--- config.mk ---
export PLATFORM = sky130hd
export DESIGN_NAME = mailbox_fifo_interrupt_registers_flat
export DESIGN_NICKNAME = d
export VERILOG_FILES = /design/src/rtl/core/mbox_pkg.sv /design/src/rtl/core/mbox_if.sv /design/src/rtl/core/mbox_ctrl.sv /design/src/rtl/core/mbox_dp.sv /design/src/rtl/core/mailbox_fifo_interrupt_registers.sv /design/src/flat_wrapper.sv
export SDC_FILE = /design/constraint.sdc
export NUM_CORES = 2
export LEC_CHECK = 0
export BUFFER_PORTS_ARGS = -buffer_cell sky130_fd_sc_hd__buf_2
export CAP_MARGIN = 0
export CORE_MARGIN = 3
export CORE_UTILIZATION = 35
export DETAILED_ROUTE_END_ITERATION = 6
export PLACE_DENSITY = 0.59
export REMOVE_ABC_BUFFERS = 1
export SYNTH_ARGS = -nofsm -noshare
export SYNTH_HDL_FRONTEND = slang
export SYNTH_SLANG_ARGS = --single-unit
--- constraint.sdc ---
create_clock -name clk -period 8.77 [get_ports clk]
set_clock_uncertainty 0.1 [all_clocks]
set_input_delay 1.3155 -clock clk [delete_from_list [all_inputs] [get_ports clk]]
set_output_delay 1.3155 -clock clk [all_outputs]
set_load 0.005 [all_outputs]
--- src/rtl/core/mbox_pkg.sv ---
package mbox_pkg;

    localparam int NUM_MAILBOXES_DEF = 8;
    localparam int FIFO_DEPTH_DEF = 4;
    localparam int USER_COUNT_DEF = 4;
    localparam logic [31:0] REVISION_VALUE_DEF = 32'd1024;

    localparam int ADDR_W = 9;
    localparam int DATA_W = 32;
    localparam int MAX_USERS = 4;

    localparam logic [ADDR_W-1:0] MSG_BASE = 9'h040;
    localparam logic [ADDR_W-1:0] FULL_BASE = 9'h080;
    localparam logic [ADDR_W-1:0] CNT_BASE = 9'h0c0;
    localparam logic [ADDR_W-1:0] USER_BASE = 9'h100;

    localparam logic [1:0] CFG_LAYOUT_MODE = 2'd0;

    typedef enum logic [3:0] {
        OP_NONE   = 4'd0,
        OP_REV    = 4'd1,
        OP_PUSH   = 4'd2,
        OP_POP    = 4'd3,
        OP_FULL   = 4'd4,
        OP_COUNT  = 4'd5,
        OP_STAT   = 4'd6,
        OP_ENSET  = 4'd7,
        OP_ENCLR  = 4'd8,
        OP_BAD    = 4'd9
    } op_t;

    typedef struct packed {
        logic       load;
        op_t        op;
        logic       wr;
        logic [3:0] mbox;
        logic [1:0] usr;
        logic       layout;
    } cmd_t;

    typedef struct packed {
        logic empty;
        logic full;
    } sts_t;

endpackage

--- src/rtl/core/mbox_if.sv ---
interface mbox_in_if;
    logic        valid;
    logic        ready;
    logic        mode;
    logic [8:0]  address;
    logic [31:0] write_data;
    modport source (output valid, mode, address, write_data, input ready);
    modport sink (input valid, mode, address, write_data, output ready);
endinterface

interface mbox_out_if;
    logic        valid;
    logic        ready;
    logic [31:0] read_data;
    logic [3:0]  irq_lines;
    logic        bad_address;
    modport source (output valid, read_data, irq_lines, bad_address, input ready);
    modport sink (input valid, read_data, irq_lines, bad_address, output ready);
endinterface

--- src/rtl/core/mbox_ctrl.sv ---
module mbox_ctrl #(
    parameter int NUM_MAILBOXES = mbox_pkg::NUM_MAILBOXES_DEF,
    parameter int USER_COUNT = mbox_pkg::USER_COUNT_DEF
) (
    input  logic                 clk,
    input  logic                 rst_n,
    input  logic                 in_valid,
    output logic                 in_ready,
    input  logic                 in_mode,
    input  logic [8:0]           in_address,
    input  logic                 layout,
    output logic                 out_valid,
    input  logic                 out_ready,
    output mbox_pkg::cmd_t       cmd
);
    import mbox_pkg::*;

    typedef enum logic [1:0] {
        ST_IDLE = 2'b01,
        ST_OUT  = 2'b10
    } state_t;

    state_t state_reg, state_next;
    logic   take;
    logic [8:0] a;
    logic [8:0] off;
    logic [3:0] m;
    logic [4:0] usr_w;
    logic [1:0] rg;

    assign a = in_address;
    // output register frees on take, so a new transfer may enter as the old leaves
    assign in_ready = (state_reg == ST_IDLE) || out_ready;
    assign take = in_valid && in_ready;
    assign out_valid = (state_reg == ST_OUT);
    assign off = a - USER_BASE;
    assign m = a[5:2];

    always_comb
    begin
        if (layout)
        begin
            usr_w = {1'b0, off[7:4]};
            rg = off[3:2];
        end
        else
        begin
            usr_w = off[7:3];
            rg = (off[2:0] == 3'd0) ? 2'd1 : 2'd2;
        end
    end

    always_comb
    begin
        cmd.load = take;
        cmd.wr = in_mode;
        cmd.mbox = m;
        cmd.usr = usr_w[1:0];
        cmd.layout = layout;
        cmd.op = OP_BAD;
        if (a[1:0] != 2'd0)
            cmd.op = OP_BAD;
        else if (a == 9'd0)
            cmd.op = OP_REV;
        else if (a < MSG_BASE)
            cmd.op = OP_BAD;
        else if (a < USER_BASE)
        begin
            if (32'(m) >= NUM_MAILBOXES)
                cmd.op = OP_BAD;
            else if (a < FULL_BASE)
                cmd.op = in_mode ? OP_PUSH : OP_POP;
            else if (a < CNT_BASE)
                cmd.op = OP_FULL;
            else
                cmd.op = OP_COUNT;
        end
        else if (32'(usr_w) >= USER_COUNT || rg == 2'd0)
            cmd.op = OP_BAD;
        else if (rg == 2'd1)
            cmd.op = OP_STAT;
        else if (rg == 2'd2)
            cmd.op = OP_ENSET;
        else
            cmd.op = OP_ENCLR;
    end

    always_comb
    begin
        state_next = state_reg;
        case (state_reg)
            ST_IDLE: if (take) state_next = ST_OUT;
            ST_OUT:  if (out_ready && !take) state_next = ST_IDLE;
            default: state_next = ST_IDLE;
        endcase
    end

    always_ff @(posedge clk or negedge rst_n)
    begin
        if (!rst_n)
            state_reg <= ST_IDLE;
        else
            state_reg <= state_next;
    end

    a_onehot: assert property (@(posedge clk) disable iff (!rst_n) $onehot(state_reg))
        else $error("state not one-hot");
    a_hold: assert property (@(posedge clk) disable iff (!rst_n)
        out_valid && !out_ready |=> out_valid) else $error("result lost");
    a_take: assert property (@(posedge clk) disable iff (!rst_n)
        take |=> out_valid) else $error("no result after transfer");
endmodule

--- src/rtl/core/mbox_dp.sv ---
module mbox_dp #(
    parameter int NUM_MAILBOXES = mbox_pkg::NUM_MAILBOXES_DEF,
    parameter int FIFO_DEPTH = mbox_pkg::FIFO_DEPTH_DEF,
    parameter int USER_COUNT = mbox_pkg::USER_COUNT_DEF,
    parameter logic [31:0] REVISION_VALUE = mbox_pkg::REVISION_VALUE_DEF
) (
    input  logic           clk,
    input  logic           rst_n,
    input  mbox_pkg::cmd_t cmd,
    input  logic [31:0]    write_data,
    output logic [31:0]    read_data,
    output logic [3:0]     irq_lines,
    output logic           bad_address
);
    import mbox_pkg::*;

    localparam int PW = (FIFO_DEPTH > 1) ? $clog2(FIFO_DEPTH) : 1;
    localparam int CW = $clog2(FIFO_DEPTH + 1);
    localparam int MW = (NUM_MAILBOXES > 1) ? $clog2(NUM_MAILBOXES) : 1;
    localparam int SW = 2 * NUM_MAILBOXES;
    localparam int UW = (USER_COUNT > 1) ? $clog2(USER_COUNT) : 1;
    localparam int AW = (NUM_MAILBOXES * FIFO_DEPTH > 1) ?
        $clog2(NUM_MAILBOXES * FIFO_DEPTH) : 1;

    logic [31:0]   mem [NUM_MAILBOXES * FIFO_DEPTH];
    logic [CW-1:0] cnt_reg [NUM_MAILBOXES];
    logic [PW-1:0] rp_reg [NUM_MAILBOXES];
    logic [SW-1:0] stat_reg [USER_COUNT];
    logic [SW-1:0] en_reg [USER_COUNT];
    logic [31:0]   rd_reg;
    logic [31:0]   rd_next;
    logic          bad_reg;
    logic          popsel_reg;
    logic [MW-1:0] mi;
    logic [UW-1:0] ui;
    logic [CW-1:0] c;
    logic [PW-1:0] rp;
    logic [PW:0]   wsum;
    logic [PW-1:0] wp;
    logic [PW-1:0] rp_inc;
    logic [AW-1:0] waddr;
    logic [AW-1:0] raddr;
    logic          full;
    logic          empty;
    logic          do_push;
    logic          do_pop;
    logic [SW-1:0] setbits;
    logic [SW-1:0] dmask;
    logic [31:0]   mem_q;
    logic [3:0]    lines;

    assign mi = cmd.mbox[MW-1:0];
    assign ui = cmd.usr[UW-1:0];
    assign c = cnt_reg[mi];
    assign rp = rp_reg[mi];
    assign full = (32'(c) >= FIFO_DEPTH);
    assign empty = (c == '0);
    assign do_push = cmd.load && cmd.op == OP_PUSH && !full;
    assign do_pop = cmd.load && cmd.op == OP_POP && !empty;
    assign wsum = {1'b0, rp} + (PW+1)'(c);
    assign wp = (32'(wsum) >= FIFO_DEPTH) ? PW'(32'(wsum) - FIFO_DEPTH) : wsum[PW-1:0];
    assign rp_inc = (32'(rp) + 1 >= FIFO_DEPTH) ? '0 : PW'(rp + 1'b1);
    assign waddr = AW'(32'(mi) * FIFO_DEPTH + 32'(wp));
    assign raddr = AW'(32'(mi) * FIFO_DEPTH + 32'(rp));
    assign dmask = write_data[SW-1:0];

    always_comb
    begin
        setbits = '0;
        if (do_push)
            setbits[2*mi] = 1'b1;
        if (do_pop && full)
            setbits[2*mi+1] = 1'b1;
    end

    always_comb
    begin
        rd_next = '0;
        if (!cmd.wr)
        begin
            case (cmd.op)
                OP_REV:   rd_next = REVISION_VALUE;
                OP_FULL:  rd_next = {31'd0, full};
                OP_COUNT: rd_next = 32'(c);
                OP_STAT:  rd_next = 32'(stat_reg[ui]);
                OP_ENSET: rd_next = 32'(en_reg[ui]);
                OP_ENCLR: rd_next = 32'(en_reg[ui]);
                default:  rd_next = '0;
            endcase
        end
    end

    always_ff @(posedge clk)
    begin
        if (do_push)
            mem[waddr] <= write_data;
        if (do_pop)
            mem_q <= mem[raddr];
        if (cmd.load)
            rd_reg <= rd_next;
    end

    always_ff @(posedge clk or negedge rst_n)
    begin
        if (!rst_n)
        begin
            for (int i = 0; i < NUM_MAILBOXES; i++)
            begin
                cnt_reg[i] <= '0;
                rp_reg[i] <= '0;
            end
            for (int u = 0; u < USER_COUNT; u++)
            begin
                stat_reg[u] <= '0;
                en_reg[u] <= '0;
            end
            bad_reg <= 1'b0;
            popsel_reg <= 1'b0;
        end
        else if (cmd.load)
        begin
            bad_reg <= (cmd.op == OP_BAD);
            popsel_reg <= do_pop;
            if (do_push)
                cnt_reg[mi] <= c + 1'b1;
            if (do_pop)
            begin
                cnt_reg[mi] <= c - 1'b1;
                rp_reg[mi] <= rp_inc;
            end
            for (int u = 0; u < USER_COUNT; u++)
            begin
                logic [SW-1:0] s;
                logic [SW-1:0] e;
                s = stat_reg[u] | setbits;
                e = en_reg[u];
                if (UW'(u) == ui && cmd.wr)
                begin
                    if (cmd.op == OP_STAT)
                        s = s & ~dmask;
                    if (cmd.op == OP_ENSET)
                        e = cmd.layout ? (e | dmask) : dmask;
                    if (cmd.op == OP_ENCLR)
                        e = e & ~dmask;
                end
                stat_reg[u] <= s;
                en_reg[u] <= e;
            end
        end
    end

    always_comb
    begin
        lines = '0;
        for (int u = 0; u < USER_COUNT; u++)
            lines[u] = |(stat_reg[u] & en_reg[u]);
    end

    assign irq_lines = lines;
    assign bad_address = bad_reg;
    assign read_data = popsel_reg ? mem_q : rd_reg;

    a_bad_zero: assert property (@(posedge clk) disable iff (!rst_n)
        bad_reg && !popsel_reg |-> rd_reg == '0) else $error("bad access returned data");
    a_cnt: assert property (@(posedge clk) disable iff (!rst_n)
        32'(c) <= FIFO_DEPTH) else $error("count overflow");
    a_excl: assert property (@(posedge clk) disable iff (!rst_n)
        !(do_push && do_pop)) else $error("push and pop together");
endmodule

--- src/rtl/core/mailbox_fifo_interrupt_registers.sv ---
// The result is registered and becomes valid in the cycle after the input transfer.
// Throughput: one access per cycle while out_ready stays high; the result register is refilled as it is taken.
// FIFO words sit in a single-port memory; counts, pointers, status and enable are flops.
// Reset (rst_n, asynchronous, active low) empties all FIFOs, clears status and enable,
// and clears the layout select (layout_reg) to 0. FIFO contents are undefined until written.
module mailbox_fifo_interrupt_registers #(
    parameter int NUM_MAILBOXES = mbox_pkg::NUM_MAILBOXES_DEF,
    parameter int FIFO_DEPTH = mbox_pkg::FIFO_DEPTH_DEF,
    parameter int USER_COUNT = mbox_pkg::USER_COUNT_DEF,
    parameter logic [31:0] REVISION_VALUE = mbox_pkg::REVISION_VALUE_DEF
) (
    input  logic        clk,
    input  logic        rst_n,
    mbox_in_if.sink     in_ch,
    mbox_out_if.source  out_ch,
    input  logic        psel,
    input  logic        penable,
    input  logic        pwrite,
    input  logic [0:0]  paddr,
    input  logic [31:0] pwdata,
    output logic [31:0] prdata,
    output logic        pready
);
    import mbox_pkg::*;

    cmd_t cmd;
    logic layout_reg;

    assign pready = 1'b1;
    assign prdata = {31'd0, layout_reg};

    always_ff @(posedge clk or negedge rst_n)
    begin
        if (!rst_n)
            layout_reg <= 1'b0;
        else if (psel && penable && pwrite && paddr == 1'b0)
            layout_reg <= pwdata[0];
    end

    mbox_ctrl #(.NUM_MAILBOXES(NUM_MAILBOXES), .USER_COUNT(USER_COUNT)) u_ctrl (
        .clk        (clk),
        .rst_n      (rst_n),
        .in_valid   (in_ch.valid),
        .in_ready   (in_ch.ready),
        .in_mode    (in_ch.mode),
        .in_address (in_ch.address),
        .layout     (layout_reg),
        .out_valid  (out_ch.valid),
        .out_ready  (out_ch.ready),
        .cmd        (cmd)
    );

    mbox_dp #(
        .NUM_MAILBOXES  (NUM_MAILBOXES),
        .FIFO_DEPTH     (FIFO_DEPTH),
        .USER_COUNT     (USER_COUNT),
        .REVISION_VALUE (REVISION_VALUE)
    ) u_dp (
        .clk         (clk),
        .rst_n       (rst_n),
        .cmd         (cmd),
        .write_data  (in_ch.write_data),
        .read_data   (out_ch.read_data),
        .irq_lines   (out_ch.irq_lines),
        .bad_address (out_ch.bad_address)
    );
endmodule
--- src/flat_wrapper.sv ---
// flat-port wrapper written by rule: the top's interface ports become plain ports
module mailbox_fifo_interrupt_registers_flat import mbox_pkg::*;
#(
    parameter int NUM_MAILBOXES = mbox_pkg::NUM_MAILBOXES_DEF,
    parameter int FIFO_DEPTH = mbox_pkg::FIFO_DEPTH_DEF,
    parameter int USER_COUNT = mbox_pkg::USER_COUNT_DEF,
    parameter logic [31:0] REVISION_VALUE = mbox_pkg::REVISION_VALUE_DEF
)
  (clk, rst_n, psel, penable, pwrite, paddr, pwdata, prdata, pready, in_ch_valid, in_ch_mode, in_ch_address, in_ch_write_data, in_ch_ready, out_ch_valid, out_ch_read_data, out_ch_irq_lines, out_ch_bad_address, out_ch_ready);
  mbox_in_if in_ch_i ();
  mbox_out_if out_ch_i ();
  input  logic clk;
  input  logic rst_n;
  input  logic psel;
  input  logic penable;
  input  logic pwrite;
  input  logic [0:0] paddr;
  input  logic [31:0] pwdata;
  output logic [31:0] prdata;
  output logic pready;
  input wire logic [$bits(in_ch_i.valid)-1:0] in_ch_valid;
  input wire logic [$bits(in_ch_i.mode)-1:0] in_ch_mode;
  input wire logic [$bits(in_ch_i.address)-1:0] in_ch_address;
  input wire logic [$bits(in_ch_i.write_data)-1:0] in_ch_write_data;
  output wire logic [$bits(in_ch_i.ready)-1:0] in_ch_ready;
  output wire logic [$bits(out_ch_i.valid)-1:0] out_ch_valid;
  output wire logic [$bits(out_ch_i.read_data)-1:0] out_ch_read_data;
  output wire logic [$bits(out_ch_i.irq_lines)-1:0] out_ch_irq_lines;
  output wire logic [$bits(out_ch_i.bad_address)-1:0] out_ch_bad_address;
  input wire logic [$bits(out_ch_i.ready)-1:0] out_ch_ready;
  assign in_ch_i.valid = in_ch_valid;
  assign in_ch_i.mode = in_ch_mode;
  assign in_ch_i.address = in_ch_address;
  assign in_ch_i.write_data = in_ch_write_data;
  assign in_ch_ready = in_ch_i.ready;
  assign out_ch_valid = out_ch_i.valid;
  assign out_ch_read_data = out_ch_i.read_data;
  assign out_ch_irq_lines = out_ch_i.irq_lines;
  assign out_ch_bad_address = out_ch_i.bad_address;
  assign out_ch_i.ready = out_ch_ready;
  mailbox_fifo_interrupt_registers #(.NUM_MAILBOXES(NUM_MAILBOXES), .FIFO_DEPTH(FIFO_DEPTH), .USER_COUNT(USER_COUNT), .REVISION_VALUE(REVISION_VALUE)) u_core (.clk(clk), .rst_n(rst_n), .in_ch(in_ch_i), .out_ch(out_ch_i), .psel(psel), .penable(penable), .pwrite(pwrite), .paddr(paddr), .pwdata(pwdata), .prdata(prdata), .pready(pready));
endmodule
Yosys cells after proc, flatten, opt, wreduce, memory -nomap -nowiden
Memories as Yosys holds them, arrays and structs flattened. A register that Yosys moved wholly into a read port is not among the register bits.
Index checks and enable logic that the tools add are counted.
Word-level totals
  memory bits (writable): 1024
  output and inout port bits: 72
  bits in registers: 205
  input port bits: 82
  memories kept: 1
  logic and storage cells: 217
Memories
  u_core.u_dp.mem: words 32, width 32, read ports 1, clocked after memory_dff 1, write ports 1, RTL line mbox_dp.sv:25  | logic [31:0] mem [NUM_MAILBOXES * FIFO_DEPTH];
Cells by class
  equality and inequality tests: 18
  $add $sub $neg: 10
  reduce and logical (&&, ||, !) cells: 39
  muxes and demuxes: 79
  bitwise operators: 25
  magnitude comparators: 16
Operators by type and width (number)
  2-to-1 mux 16 bit: 33
  bitwise AND 16 bit: 12
  OR 16 bit: 9
  case mux 16 bit (5 select lines): 1
  2-to-1 mux 24 bit: 3
  binary-select mux 16 bit (select 2 bit): 2
  OR reduction 16 bit: 4
  bitwise mux 24 bit: 2
  2-to-1 mux 32 bit: 1
  2-to-1 mux 4 bit: 8
  < comparator 9 x 8 -> 1 bit, second input constant: 2
  2-to-1 mux 2 bit: 9
  logical AND 1 bit: 17
  bitwise mux 16 bit: 1
  == test 4 x 3 -> 1 bit, second input constant: 4
  inverter 16 bit: 1
  2-to-1 mux 15 bit: 1
  greater-or-equal comparator 3 bit, second input constant: 4
  2-to-1 mux 3 bit: 4
  AND reduction 2 bit: 6
  adder 5 x 2 -> 5 bit: 2
  binary-select mux 3 bit (select 3 bit): 1
  demux 3 bit (select 3 bit): 1
  zero test 9 bit: 1
  other kinds (42): 58

Depth between registers and ports, before layout
  word-level depth: 22
  gate-level depth with buffers: 18
  gate-level depth less buffers: 11

Hierarchy
Synthesis repeated with hierarchy kept, for this count alone.
Unflattened totals
  cell total of the unflattened synthesis: 3552
  area total of the unflattened synthesis: 50990.2 sq um
Modules (own cells, without submodules)
  mbox_dp: cells an instance 3470, seq. area each 36445.0 sq um, area an instance 50358.3 sq um, times used 1
  mbox_ctrl: cells an instance 44, seq. area each 51.3 sq um, area an instance 331.6 sq um, times used 1
  mailbox_fifo_interrupt_registers: cells an instance 38, seq. area each 25.0 sq um, area an instance 300.3 sq um, times used 1

Least setup slack after synthesis
OpenSTA, ideal clock, no wires.
  kind: input port to flip-flop
  start point: input in_ch_address[3]
  end point: memory u_core.u_dp.mem[10][0], enable pin
  data required time: 8249 ps
  library setup time: 421 ps
  arrival time: 5193 ps
  path buffers: 6
  slack: 3056 ps
  cell stages on the path: 15
  cell sequence: buf_2 > buf_2 > or4b_1 > a21boi_1 > nand2_2 > inv_2 > buf_6 > buf_2 > buf_2 > ha_1 > xnor2_1 > xnor2_1 > or2_2 > buf_2 > nor2_1
Between the ends
  cells in the longest elaborated chain, start to end: 15
  elaborated cells between the ends (all ways): 43
  those cells by class: 4 x add/sub; 8 x order compare; 3 x eq/ne; 21 x mux; 1 x bitwise; 6 x reduce/logical
RTL lines
  start, declared: RTL line flat_wrapper.sv:23  | input wire logic [$bits(in_ch_i.address)-1:0] in_ch_address;
  parallel branches: the longest is 15 deep, another holds subtractor 8 x 1 -> 8 bit
  end, declared: RTL line mbox_dp.sv:25
Parallel ways; which one is timed is not known. The select of a mux whose other input is x is not followed.

Worst setup path in the final report
  start point: input in_ch_address[2]
  end point: memory u_core.u_dp.mem[31][12], enable pin
Between the ends
  cells in the longest elaborated chain, start to end: 17
  elaborated cells between the ends (all ways): 45
  those cells by class: 4 x add/sub; 8 x order compare; 3 x eq/ne; 22 x mux; 1 x bitwise; 7 x reduce/logical
RTL lines
  subtractor 8 x 1 -> 8 bit: RTL line mbox_ctrl.sv:36  | assign off = a - USER_BASE;
  zero test 3 bit: RTL line mbox_ctrl.sv:49  | rg = (off[2:0] == 3'd0) ? 2'd1 : 2'd2;
  2-to-1 mux 2 bit: RTL line mbox_ctrl.sv:49
  2-to-1 mux 2 bit: RTL line mbox_ctrl.sv:41  | if (layout)
  == test 2 bit: RTL line mbox_ctrl.sv:82  | else if (rg == 2'd2)
  2-to-1 mux 4 bit: RTL line mbox_ctrl.sv:82
  2-to-1 mux 4 bit: RTL line mbox_ctrl.sv:80  | else if (rg == 2'd1)
  2-to-1 mux 4 bit: RTL line mbox_ctrl.sv:78  | else if (32'(usr_w) >= USER_COUNT || rg == 2'd0)
  2-to-1 mux 4 bit: RTL line mbox_ctrl.sv:67  | else if (a < USER_BASE)
  2-to-1 mux 4 bit: RTL line mbox_ctrl.sv:65  | else if (a < MSG_BASE)
  2-to-1 mux 4 bit: RTL line mbox_ctrl.sv:63  | else if (a == 9'd0)
  2-to-1 mux 4 bit: RTL line mbox_ctrl.sv:61  | if (a[1:0] != 2'd0)
  == test 4 x 2 -> 1 bit: RTL line mbox_dp.sv:58  | assign do_push = cmd.load && cmd.op == OP_PUSH && !full;
  logical AND 1 bit (2 in a row): RTL line mbox_dp.sv:58
  2-to-1 mux 1 bit: RTL line mbox_dp.sv:95  | if (do_push)
  2-to-1 mux 1 bit (implied by the code): RTL line mbox_dp.sv:96  | mem[waddr] <= write_data;
Several ways; a longest one is shown, not always the timed one. The select of a mux whose other input is x is not followed.

==> impl_metrics.tcl <==
set metrics [dict create \
    io_buffers 90 \
    die_area_um2 150000 \
    syn_avg_cell_area_um2 13.6 \
    synth_most_common_cell "edfxtp_1" \
    p_per_area_nw_per_um2 222 \
    synth_edf_count 1072 \
    hold_depth 2 \
    synthCells 3738 \
    cp.required_ns 9.06 \
    drtAntennaViolNets 0 \
    fin_hold_ws_ns 0.377 \
    globalplace.congestion 0.923 \
    drv_cap 0 \
    wl_mm 143 \
    track_usage 0.187 \
    setup.worst_path.end_class "flop" \
    cts_buffers 131 \
    initial_core_util 0.353 \
    hold_path.class "flop to flop" \
    relSlewSlack 0.168 \
    avgRoutedWirePerCell_um 24.7 \
    ys_types 80 \
    vias 31800 \
    fin_util 0.399 \
    rsz0062_at_grt "false" \
    cts_resized 0 \
    insertion_delay_ns 0.76 \
    hold_violations 0 \
    synthArstFlopShare 0.139 \
    grt_pass1_wl_mm 209 \
    vdd_drop_max_uv 126 \
    leakage_nw 19.2 \
    yosys.area_share.simple 0.0914 \
    first_pass_iters 6 \
    clock-root-buffer "clkbuf_16" \
    drtIter0Drc 3818 \
    start_kind "primary input" \
    htree_levels 4 \
    synth_area_um2 50700 \
    synth-xor-area-share 0.000518 \
    largest_reg_flops 1024 \
    crit_fanout 64 \
    cts_hold_buf 0 \
    yosys.area_share.adder 0.00123 \
    synth_ff_type "edfxtp_1" \
    max_freq_mhz 170 \
    status "finished, final reports clean" \
    synthTopCellsByArea "edfxtp_1 63%, dfrtp_1 8.5%, mux2i_1 4.4%" \
    ys_seq_elements 1245 \
    coreArea_um2 144000 \
    cts.sinks 1245 \
    vias_per_cell 5.48 \
    post_cts_buffers 0 \
    synth_top_area_frac 0.635 \
    place_hpwl_mm 82.0 \
    final_cells 5802 \
    layout-drive-gt1-share 0.117 \
    period_share 0.671 \
    overflow 0 \
    synth_common_cells "1072 x edfxtp_1, 569 x nand2_1, 442 x a21oi_1, 222 x mux2i_1, 186 x nor2_1" \
    antenna_found_initial 6 \
    synth_top_area_cell "edfxtp_1" \
    clk_path_buf_depth 3 \
    die_h_um 387 \
    dp_cells 5562 \
    setup_tns_ns 0 \
    drc 0 \
    setup_viol 0 \
    diodes 0 \
    post-route-min-period_ns 5.89 \
    yosys_warnings 0 \
    synth_top_family_by_area "compound AO/OA/AOI/OAI gates" \
    r2r_cells 12 \
    ios 154 \
    die_x_um 387 \
    drv_slew 0 \
    num_rows 139 \
    cts_tree "yes" \
    grt_pass1_vias 30300 \
    grt_max_degree 151 \
    yosysSeqAreaShare 0.720 \
    final_nets 3879 \
    crit_type "primary input to flop" \
    tightest_slew_ns 1.24 \
    fillers 13200 \
    synth_mux_area_frac 0.0487 \
    path_clk_slew_ns 0.06 \
    synthToLayoutAreaGrowth_pct 13.2 \
    synth_compound_area_frac 0.109 \
    arrival_ns 6.17 \
]
==> placed cells by master, fill, tap and decap left out, types with 9 or more instances in the layout <==
cell type / Yosys / final
a21oi_1: 442 / 442
o21ai_0: 40 / 40
clkbuf_16: 0 / 133
a2bb2oi_1: 33 / 33
a211oi_1: 85 / 85
clkinv_1: 1 / 23
mux2_2: 21 / 21
dfrtp_1: 172 / 171
nand3_1: 167 / 165
clkinv_2: 0 / 24
nor4_1: 15 / 15
nand4_1: 36 / 36
nand2_1: 569 / 566
a22o_1: 24 / 24
o22ai_1: 99 / 99
buf_2: 76 / 89
a22oi_1: 109 / 109
nor2_2: 9 / 9
a221oi_1: 24 / 24
conb_1: 2 / 32
buf_4: 52 / 68
nor2_4: 1 / 33
mux2i_1: 222 / 222
edfxtp_1: 1072 / 1072
and2_1: 21 / 21
clkbuf_1: 116 / 28
nor2_1: 186 / 154
==> power breakdown <==
group / switching [mW] / internal, mW / total, mW / leakage, nW
clock: 2.35 / 3.10 / 5.45 / 2.06
combinational: 0.586 / 0.222 / 0.809 / 5.11
sequential: 0.0235 / 6.47 / 6.49 / 12.1
total: 2.96 / 9.79 / 12.7 / 19.2
==> through the flow <==
stage                     setup slack [ns]  cell area, um^2  total power [mW]
final                                 2.88            57400              12.7
after global routing                  2.72            57400              13.2
after CTS                             2.89            57400              12.8
after detailed placement              2.10            53200              7.42
after global placement                2.12            53200              7.42
after floorplan                     -21.04            49400              7.36
==> area by class of cell <==
| cell class | instances | area [um^2] | share of cell area |
|---|---|---|---|
| Sequential cell | 1245 | 36500 | 0.636 |
| Clock inverter | 75 | 741 | 0.0129 |
| Inverter | 12 | 52.6 | 0.000915 |
| Clock buffer | 165 | 3490 | 0.0608 |
| Tap cell | 1903 | 2380 | 0.0415 |
| Multi-Input combinational cell | 2238 | 13100 | 0.229 |
| Timing Repair Buffer | 164 | 1090 | 0.0189 |
==> metal layers <==
metal  part of all wire  global-route usage  vias up
li1                   -                   -    14200
met1               0.43               0.257    16100
met2               0.47               0.297     1261
met3              0.074              0.0388      242
met4              0.030              0.0613        8
met5            0.00037                   0        -
==> cells by family after synthesis <==
kind of cell | after synthesis
adders and majority gates | 5
and+or+nand+nor | 1057
other | 2
DFF | 1245
muxes | 244
AOI/OAI and AO/OA | 897
xor gates and xnor gates | 3
buffers and inverters | 285
==> worst max-delay path: stages <==
cell	delay, ns
buf_2	0.54
or4b_1	0.81
a21boi_1	0.26
nand2_2	0.34
inv_8	0.22
ha_1	0.30
xnor2_1	0.14
xnor2_1	0.19
nand2b_1	0.63
nor2_4	0.78
buf_4	0.56
==> worst paths after layout <==
kind	start	slack (ns)	end
max	in_ch_address[2]	2.88	u_core.u_dp.mem[31][12]
min	u_core.u_dp.rp_reg[4]	0.38	u_core.u_dp.rp_reg[4]
max reg2reg	u_core.u_dp.rp_reg[6]	3.55	u_core.u_dp.mem[31][12]
min reg2reg	u_core.u_dp.rp_reg[4]	0.38	u_core.u_dp.rp_reg[4]
max in group asynchronous	rst_n	6.16	u_core.u_dp.popsel_reg
min in group asynchronous	rst_n	0.48	u_core.u_dp.en_reg[23]
(Power assumes the default switching activity.)
